==> src/hdl/sld_pkg.sv <==
// Shared types and constants for the SCSI LUN decoder.
`default_nettype none
package sld_pkg;

    localparam int SLD_QUEUE_DEPTH = 2;
    localparam int LUN_W           = 64;
    localparam int UNIT_W          = 56;
    localparam int RES_DATA_W      = 80;

    // result forms
    localparam logic [2:0] FORM_PERIPH   = 3'd0;
    localparam logic [2:0] FORM_FLAT     = 3'd1;
    localparam logic [2:0] FORM_LOGICAL  = 3'd2;
    localparam logic [2:0] FORM_WELL_KN  = 3'd3;
    localparam logic [2:0] FORM_EXT_FLAT = 3'd4;
    localparam logic [2:0] FORM_EXT_NS   = 3'd5;
    localparam logic [2:0] FORM_EXT_OTH  = 3'd6;
    localparam logic [2:0] FORM_ALL_ONES = 3'd7;

    // top two bits of a level's first byte
    localparam logic [1:0] METH_PERIPH  = 2'd0;
    localparam logic [1:0] METH_FLAT    = 2'd1;
    localparam logic [1:0] METH_LOGICAL = 2'd2;
    localparam logic [1:0] METH_EXT     = 2'd3;

    // extended length codes and methods
    localparam logic [1:0] ELEN_1 = 2'd0;
    localparam logic [1:0] ELEN_3 = 2'd1;
    localparam logic [1:0] ELEN_5 = 2'd2;
    localparam logic [1:0] ELEN_7 = 2'd3;
    localparam logic [3:0] EMETH_WELL_KN = 4'h1;
    localparam logic [3:0] EMETH_FLAT    = 4'h2;
    localparam logic [3:0] EMETH_NS      = 4'hf;

    localparam logic [1:0] LAST_LEVEL = 2'd3;

    typedef struct packed {
        logic [LUN_W-1:0] word;
        logic             all_ones;
    } t_item;

    typedef struct packed {
        logic              trailing_data;
        logic [3:0]        ext_method;
        logic [1:0]        ext_length;
        logic [UNIT_W-1:0] unit_value;
        logic [5:0]        target_number;
        logic [5:0]        bus_number;
        logic [2:0]        form;
        logic [1:0]        level;
    } t_result;

endpackage
`default_nettype wire

==> src/hdl/sld_front.sv <==
// Front stage: accepts LUN words and tags the all-ones case.
`default_nettype none
module sld_front (
    input  wire logic                  i_clk,
    input  wire logic                  i_rst_n,
    input  wire logic                  i_valid,
    output logic                       o_ready,
    input  wire logic [63:0]           i_word,
    output logic                       o_push_valid,
    input  wire logic                  i_push_ready,
    output sld_pkg::t_item             o_push_item
);
    import sld_pkg::*;

    logic  r_valid;
    t_item r_item;

    assign o_ready      = !r_valid || i_push_ready;
    assign o_push_valid = r_valid;
    assign o_push_item  = r_item;

    always_ff @(posedge i_clk) begin
        if (!i_rst_n) begin
            r_valid <= 1'b0;
        end else if (i_valid && o_ready) begin
            r_valid <= 1'b1;
        end else if (i_push_ready) begin
            r_valid <= 1'b0;
        end
    end

    always_ff @(posedge i_clk) begin
        if (i_valid && o_ready) begin
            r_item.word     <= i_word;
            r_item.all_ones <= &i_word;
        end
    end

endmodule
`default_nettype wire

==> src/hdl/sld_queue.sv <==
// Short register queue between front and back stages.
`default_nettype none
module sld_queue #(
    parameter int DEPTH = sld_pkg::SLD_QUEUE_DEPTH
) (
    input  wire logic           i_clk,
    input  wire logic           i_rst_n,
    input  wire logic           i_push_valid,
    output logic                o_push_ready,
    input  sld_pkg::t_item      i_push_item,
    output logic                o_pop_valid,
    input  wire logic           i_pop_ready,
    output sld_pkg::t_item      o_pop_item
);
    import sld_pkg::*;

    localparam int PW = (DEPTH > 1) ? $clog2(DEPTH) : 1;
    localparam int CW = $clog2(DEPTH + 1);
    localparam logic [PW-1:0] PTR_MAX = PW'(DEPTH - 1);
    localparam logic [CW-1:0] CNT_MAX = CW'(DEPTH);

    t_item         r_mem [DEPTH];
    logic [PW-1:0] r_wr_ptr;
    logic [PW-1:0] r_rd_ptr;
    logic [CW-1:0] r_count;
    logic          push;
    logic          pop;

    assign o_push_ready = (r_count != CNT_MAX);
    assign o_pop_valid  = (r_count != '0);
    assign o_pop_item   = r_mem[r_rd_ptr];
    assign push = i_push_valid && o_push_ready;
    assign pop  = i_pop_ready && o_pop_valid;

    always_ff @(posedge i_clk) begin
        if (!i_rst_n) begin
            r_wr_ptr <= '0;
            r_rd_ptr <= '0;
            r_count  <= '0;
        end else begin
            if (push) begin
                r_wr_ptr <= (r_wr_ptr == PTR_MAX) ? '0 : r_wr_ptr + 1'b1;
            end
            if (pop) begin
                r_rd_ptr <= (r_rd_ptr == PTR_MAX) ? '0 : r_rd_ptr + 1'b1;
            end
            case ({push, pop})
                2'b10:   r_count <= r_count + 1'b1;
                2'b01:   r_count <= r_count - 1'b1;
                default: r_count <= r_count;
            endcase
        end
    end

    always_ff @(posedge i_clk) begin
        if (push) begin
            r_mem[r_wr_ptr] <= i_push_item;
        end
    end

endmodule
`default_nettype wire

==> src/hdl/sld_back.sv <==
// Back stage: walks a LUN's levels, one result per cycle unless stalled.
`default_nettype none
module sld_back (
    input  wire logic           i_clk,
    input  wire logic           i_rst_n,
    input  wire logic           i_item_valid,
    output logic                o_item_ready,
    input  sld_pkg::t_item      i_item,
    output logic                o_res_valid,
    input  wire logic           i_res_ready,
    output sld_pkg::t_result    o_res,
    output logic                o_res_last
);
    import sld_pkg::*;

    typedef enum logic {
        ST_IDLE,
        ST_RUN
    } t_state;

    t_state           r_state;
    logic [LUN_W-1:0] r_word;     // current level's byte 0 in the top byte
    logic [1:0]       r_level;
    logic             r_ones;
    logic             r_res_valid;
    t_result          r_res;
    logic             r_res_last;

    t_result    n_res;
    logic       n_last;
    logic [7:0] b0;
    logic [7:0] b1;
    logic       step;

    assign b0 = r_word[63:56];
    assign b1 = r_word[55:48];
    assign o_item_ready = (r_state == ST_IDLE);
    assign step = (r_state == ST_RUN) && (!r_res_valid || i_res_ready);
    assign o_res_valid = r_res_valid;
    assign o_res       = r_res;
    assign o_res_last  = r_res_last;

    always_comb begin
        n_res       = '0;
        n_res.level = r_level;
        n_last      = 1'b1;
        if (r_ones) begin
            n_res.form = FORM_ALL_ONES;
        end else begin
            case (b0[7:6])
                METH_PERIPH: begin
                    n_res.form       = FORM_PERIPH;
                    n_res.bus_number = b0[5:0];
                    if (b0[5:0] == 6'd0) begin
                        n_res.unit_value = {48'd0, b1};
                    end else begin
                        n_res.target_number = b1[5:0];
                        n_last = (r_level == LAST_LEVEL);
                    end
                end
                METH_FLAT: begin
                    n_res.form       = FORM_FLAT;
                    n_res.unit_value = {42'd0, b0[5:0], b1};
                end
                METH_LOGICAL: begin
                    n_res.form          = FORM_LOGICAL;
                    n_res.target_number = b0[5:0];
                    n_res.bus_number    = {3'd0, b1[7:5]};
                    n_res.unit_value    = {51'd0, b1[4:0]};
                    // bytes past the LUN were shifted in as zero
                    n_res.trailing_data = (r_level != LAST_LEVEL) && (r_word[47:32] != 16'd0);
                end
                default: begin
                    n_res.ext_length = b0[5:4];
                    n_res.ext_method = b0[3:0];
                    if (b0[5:4] == ELEN_1 && b0[3:0] == EMETH_WELL_KN) begin
                        n_res.form       = FORM_WELL_KN;
                        n_res.unit_value = {48'd0, b1};
                    end else if (b0[5:4] == ELEN_3 && b0[3:0] == EMETH_FLAT) begin
                        n_res.form       = FORM_EXT_FLAT;
                        n_res.unit_value = {32'd0, r_word[55:32]};
                    end else if (b0[5:4] == ELEN_7 && b0[3:0] == EMETH_NS) begin
                        n_res.form = FORM_EXT_NS;
                    end else begin
                        n_res.form = FORM_EXT_OTH;
                        case (b0[5:4])
                            ELEN_1:  n_res.unit_value = {48'd0, b1};
                            ELEN_3:  n_res.unit_value = {32'd0, r_word[55:32]};
                            ELEN_5:  n_res.unit_value = {16'd0, r_word[55:16]};
                            default: n_res.unit_value = r_word[55:0];
                        endcase
                    end
                end
            endcase
        end
    end

    always_ff @(posedge i_clk) begin
        if (!i_rst_n) begin
            r_state     <= ST_IDLE;
            r_res_valid <= 1'b0;
        end else begin
            case (r_state)
                ST_IDLE: begin
                    if (i_item_valid) begin
                        r_state <= ST_RUN;
                    end
                end
                ST_RUN: begin
                    if (step && n_last) begin
                        r_state <= ST_IDLE;
                    end
                end
                default: r_state <= ST_IDLE;
            endcase
            if (step) begin
                r_res_valid <= 1'b1;
            end else if (i_res_ready) begin
                r_res_valid <= 1'b0;
            end
        end
    end

    always_ff @(posedge i_clk) begin
        if (o_item_ready && i_item_valid) begin
            r_word  <= i_item.word;
            r_ones  <= i_item.all_ones;
            r_level <= '0;
        end else if (step) begin
            r_word  <= {r_word[47:0], 16'd0};
            r_level <= r_level + 1'b1;
        end
        if (step) begin
            r_res      <= n_res;
            r_res_last <= n_last;
        end
    end

endmodule
`default_nettype wire

==> src/hdl/scsi_lun_decoder_core.sv <==
// Top level of the SCSI LUN decoder: front stage, queue and level sequencer.
//
//  channel  dir  tdata                        tlast
//  s_axis   in   lun_word[63:0]               -
//  m_axis   out  one level result, 80 bits    last result of the LUN
//
// Sequencing: a LUN gives 1 to 4 results. The back sequencer loads a queued
// LUN while idle, then gives one result per level, holding while m_axis
// stalls; it takes no new LUN until it has produced the current one's last.
// Reset: synchronous, active low; clears valid flags, queue pointers, state.
// Stalls: the front keeps taking LUNs while the queue has room, even when
// m_axis is held off; the result register holds until its transfer.
`default_nettype none
module scsi_lun_decoder_core #(
    parameter int QUEUE_DEPTH = sld_pkg::SLD_QUEUE_DEPTH
) (
    input  wire logic        i_clk,
    input  wire logic        i_rst_n,
    input  wire logic        i_s_axis_tvalid,
    output logic             o_s_axis_tready,
    input  wire logic [63:0] i_s_axis_tdata,   // [63:0] lun_word
    output logic             o_m_axis_tvalid,
    input  wire logic        i_m_axis_tready,
    // [1:0] level, [4:2] form, [10:5] bus_number, [16:11] target_number,
    // [72:17] unit_value, [74:73] ext_length, [78:75] ext_method,
    // [79] trailing_data
    output logic [79:0]      o_m_axis_tdata,
    output logic             o_m_axis_tlast    // last
);
    import sld_pkg::*;

    logic    push_valid;
    logic    push_ready;
    t_item   push_item;
    logic    pop_valid;
    logic    pop_ready;
    t_item   pop_item;
    t_result res;

    sld_front u_front (
        .i_clk        (i_clk),
        .i_rst_n      (i_rst_n),
        .i_valid      (i_s_axis_tvalid),
        .o_ready      (o_s_axis_tready),
        .i_word       (i_s_axis_tdata),
        .o_push_valid (push_valid),
        .i_push_ready (push_ready),
        .o_push_item  (push_item)
    );

    sld_queue #(
        .DEPTH (QUEUE_DEPTH)
    ) u_queue (
        .i_clk        (i_clk),
        .i_rst_n      (i_rst_n),
        .i_push_valid (push_valid),
        .o_push_ready (push_ready),
        .i_push_item  (push_item),
        .o_pop_valid  (pop_valid),
        .i_pop_ready  (pop_ready),
        .o_pop_item   (pop_item)
    );

    sld_back u_back (
        .i_clk        (i_clk),
        .i_rst_n      (i_rst_n),
        .i_item_valid (pop_valid),
        .o_item_ready (pop_ready),
        .i_item       (pop_item),
        .o_res_valid  (o_m_axis_tvalid),
        .i_res_ready  (i_m_axis_tready),
        .o_res        (res),
        .o_res_last   (o_m_axis_tlast)
    );

    // struct is declared low field last, so it packs straight into tdata
    assign o_m_axis_tdata = RES_DATA_W'(res);

endmodule
`default_nettype wire

==> config.mk <==
export PLATFORM = sky130hd
export DESIGN_NAME = scsi_lun_decoder_core
export DESIGN_NICKNAME = d
export VERILOG_FILES = /design/src/hdl/sld_pkg.sv /design/src/hdl/sld_front.sv /design/src/hdl/sld_queue.sv /design/src/hdl/sld_back.sv /design/src/hdl/scsi_lun_decoder_core.sv
export SDC_FILE = /design/constraint.sdc
export NUM_CORES = 1
export LEC_CHECK = 0
export BUFFER_PORTS_ARGS = -buffer_cell sky130_fd_sc_hd__buf_2
export CAP_MARGIN = 20
export CORE_UTILIZATION = 39
export DETAILED_ROUTE_END_ITERATION = 6
export PLACE_DENSITY = 0.7
export SLEW_MARGIN = 20
export SYNTH_ARGS = -nofsm -noshare
export SYNTH_HDL_FRONTEND = slang
export SYNTH_SLANG_ARGS = --single-unit
==> constraint.sdc <==
create_clock -name i_clk -period 5.2 [get_ports i_clk]
set_input_delay 0.26 -clock i_clk [delete_from_list [all_inputs] [get_ports i_clk]]
set_output_delay 0.26 -clock i_clk [all_outputs]
set_load 0.05 [all_outputs]
==> flow_summary_export.csv <==
group,metric,value,unit
route,dr_total_vias,7950,
timing,finalCriticalPeriod,2.61,ns
timing,fmax,0.383,GHz
synthesis,synth-edff-count,341,
layout,multi_input_area,2990,sq um
synthesis,synth_mux_area_share,7.29,%
timing,tightest_slew,1.07,ns
die,coreArea,34500,sq um
status,outcome,"finished, final reports clean",
timing,finalSetupViolations,0,
layout,final_nets,1132,
timing,period_share,50.3,%
setup_path,worstPathRequired,5.59,ns
route,dr.pass1.iters,6,
synthesis,synth_cell_types,49,
clock_tree,clk_latency,0.53,ns
synthesis,synth-adder-area-share,0.184,%
power,power.density,618,nW/um^2
route,wirelength,30.4,mm
clock_tree,clk_pin_slew_worst_paths,0.06,ns
grt,grt_max_degree,102,
setup_path,worstSetupPathType,"reg2reg",
placed_design,routabilityCongestion,0.920,
placed_design,numPortBuffers,150,
timing,skew,0.0110,ns
power,peakVddDrop,0.000355,V
route,via_per_inst,5.15,
layout,n_fill_cell,2914,
clock_tree,clock_sinks,351,
power,p_leak,0.00587,uW
synthesis,synth_compound_area_share,5.95,%
die,num_rows,68,
grt,grt_pass1_wl,45.6,mm
timing,drv_slew,0,
timing,tns,0,ns
setup_path,endpoint_kind,"flop",
placed_design,hpwl,20.7,mm
job,drv_cap,0,
synthesis,ys_ff_latch,351,
clock_tree,cts_buffers,36,
layout,post_route_cells_drive_above_1_share,21.6,%
synthesis,synthCells,841,
clock_tree,clk_path_buf_depth,3,
layout,antenna_cells,0,
clock_tree,htreeDepth,2,
clock_tree,cts_resized,0,
clock_tree,cts_setup_buffers,0,
synthesis,netlist_area,13600,sq um
synthesis,synth-xor-area-share,0.322,%
timing,grt_setup_unrepaired,"no",
grt,grt_pass1_vias,7717,
route,antenna_left,0,
power,finalPower,10300,uW
synthesis,syn_avg_cell_area,16.2,sq um
synthesis,syn-num-nets,911,
route,wl_per_cell,19.7,microns
timing,slew_headroom,28.4,%
grt,grtUsageTotal,17.0,%
synthesis,synthArstFlopShare,0,%
synthesis,post_synth_and_or_nand_nor_area_fraction,8.02,%
synthesis,ys_seq_area_share,76.7,%
synthesis,synth_top_family_by_area,"simple AND/OR/NAND/NOR gates",
clock_tree,cts_tree,"built",
setup_path,start_kind,"flop",
clock_tree,cts_hold_buffers,65,
setup_path,worstPathArrival,3.00,ns
die,dieArea,35600,sq um
die,io_pins,151,
route,drt_iter0_markers,752,
die,start_util,39.5,%
setup_path,crit_fanout,32,
die,die_height,189,microns
die,die_x,189,microns
layout,final-seq-area,10400,sq um
synthesis,synth_ff_type,"edfxtp_1",
clock_tree,root_buffer,"clkbuf_16",
route,post-route-drc-count,0,
grt,grt_antenna_before_repair,0,
grt,gr-total-overflow,0,
timing,holdWs,0.0371,ns
synthesis,ys_warn_count,0,
min_path,hold_path_class,"in2reg",
layout,area_delta_synth_final,22.5,%
timing,hold_viol_final,0,
==> cell type report <==
type                       instances  share of cell area (%)
timing repair buffer             225                    8.86
clock buffer                      39                    5.47
clock inverter                    25                    1.51
sequential                       351                    62.6
tap                              455                    3.41
inverter                           8                   0.180
multi-input combinational        440                    17.9
==> worst max-delay path, stage by stage, from the launching register on <==
cell and delay, ns:
edfxtp_1 0.33, buf_4 0.35, or4_4 0.24, a21o_1 0.39
nor3b_4 0.87, a22o_1 0.27
==> state kept, by name (all words and copies together) (netlist names), named ones only <==
signal	cells
u_queue.r_mem	130
u_front.o_push_valid	1
u_queue.r_wr_ptr	1
u_back.o_res_last	1
u_back.o_res	80
u_front.o_push_item	65
u_back.o_res_valid	1
u_queue.r_rd_ptr	1
u_back.r_level	2
u_back.r_state	1
u_back.r_word	64
u_queue.r_count	2
u_back.r_ones	1
==> per-layer routing <==
layer,up-vias,GRT usage [%],wire length (microns)
li1,3713,-,-
met1,3883,23.7,13700
met2,297,27.0,14100
met3,57,3.54,2020
met4,0,4.75,616
met5,-,0,0
==> cell usage in the layout, fill, tap and decap left out, types with 9 or more instances in the layout <==
cell,count
and2_1,25
buf_2,150
o21ai_0,61
mux2i_1,80
clkbuf_16,36
nand2_1,74
edfxtp_1,341
a22oi_1,12
nand3b_1,11
dfxtp_1,9
nand4_1,22
a22o_1,12
buf_4,10
dlygate4sd3_1,65
nor2_1,41
==> where the power goes <==
part	internal (uW)	total (uW)	switching [uW]	leakage (uW)
Clock	1480	2530	1050	0.000573
Combinational	907	2950	2040	0.00199
Sequential	4130	4830	702	0.00331
Total	6510	10300	3800	0.00587
==> cell families after synthesis <==
group | Yosys count
multiplexers | 89
XOR/XNOR | 5
buffers and inverters | 50
adder cells (fa/ha/maj) | 2
flip-flops | 351
AO/OA/AOI/OAI | 128
AND/OR/NAND/NOR | 216
==> cells in the mapped netlist, types with 2 or more instances <==
| master | count | share of area (%) |
|---|---|---|
| edfxtp_1 | 341 | 75 |
| mux2i_1 | 80 | 5.9 |
| nand2_1 | 74 | 2.0 |
| o21ai_0 | 61 | 2.2 |
| nor2_1 | 42 | 1.2 |
| clkbuf_1 | 28 | 0.77 |
| and2_1 | 27 | 1.2 |
| nand4_1 | 22 | 1.0 |
| a22o_1 | 12 | 0.77 |
| a22oi_1 | 12 | 0.66 |
| nand3b_1 | 11 | 0.61 |
| dfxtp_1 | 10 | 1.5 |
| inv_1 | 8 | 0.22 |
| mux4_2 | 8 | 1.3 |
| nor4_1 | 8 | 0.37 |
| buf_2 | 7 | 0.26 |
| nand3_1 | 7 | 0.26 |
| a21oi_1 | 6 | 0.22 |
| buf_1 | 6 | 0.17 |
| nor3_1 | 6 | 0.22 |
| o31ai_1 | 6 | 0.33 |
| a211oi_1 | 5 | 0.28 |
| o22ai_1 | 5 | 0.23 |
| xnor2_1 | 5 | 0.32 |
| nand2b_1 | 4 | 0.18 |
| o2bb2ai_1 | 4 | 0.26 |
| a21boi_0 | 3 | 0.17 |
| a21o_1 | 3 | 0.17 |
| a41oi_1 | 3 | 0.19 |
| a31oi_1 | 2 | 0.092 |
| and3_1 | 2 | 0.092 |
| and4_1 | 2 | 0.13 |
| ha_1 | 2 | 0.18 |
| nor2b_1 | 2 | 0.092 |
| o221ai_1 | 2 | 0.13 |
| or2_2 | 2 | 0.092 |
==> through the flow <==
step / instances / worst slack, ns / area, sq um / util, %
2_1_floorplan: 841 / 1.20 / 13600 / -
3_3_place_gp: 1414 / 2.69 / 14900 / 43.1
3_5_place_dp: 1414 / 2.59 / 14900 / 43.1
4_1_cts: 1543 / 2.57 / 16700 / 48.4
5_1_grt: 1543 / 2.36 / 16700 / 48.4
6_report: 1543 / 2.59 / 16700 / 48.4
==> worst paths after layout <==
check / start / to / slack (ns) / cells past startpoint
worst max-delay path: u_back.r_word[61] / u_back.o_res[50] / 2.59 / 5
worst min-delay path: i_m_axis_tready / u_back.o_res_valid / 0.04 / 3
worst max register to register: u_back.r_word[61] / u_back.o_res[50] / 2.59 / 5
worst min register to register: u_front.o_push_item[25] / u_queue.r_mem[0][25] / 0.44 / 0
(Power assumes the default switching activity.)
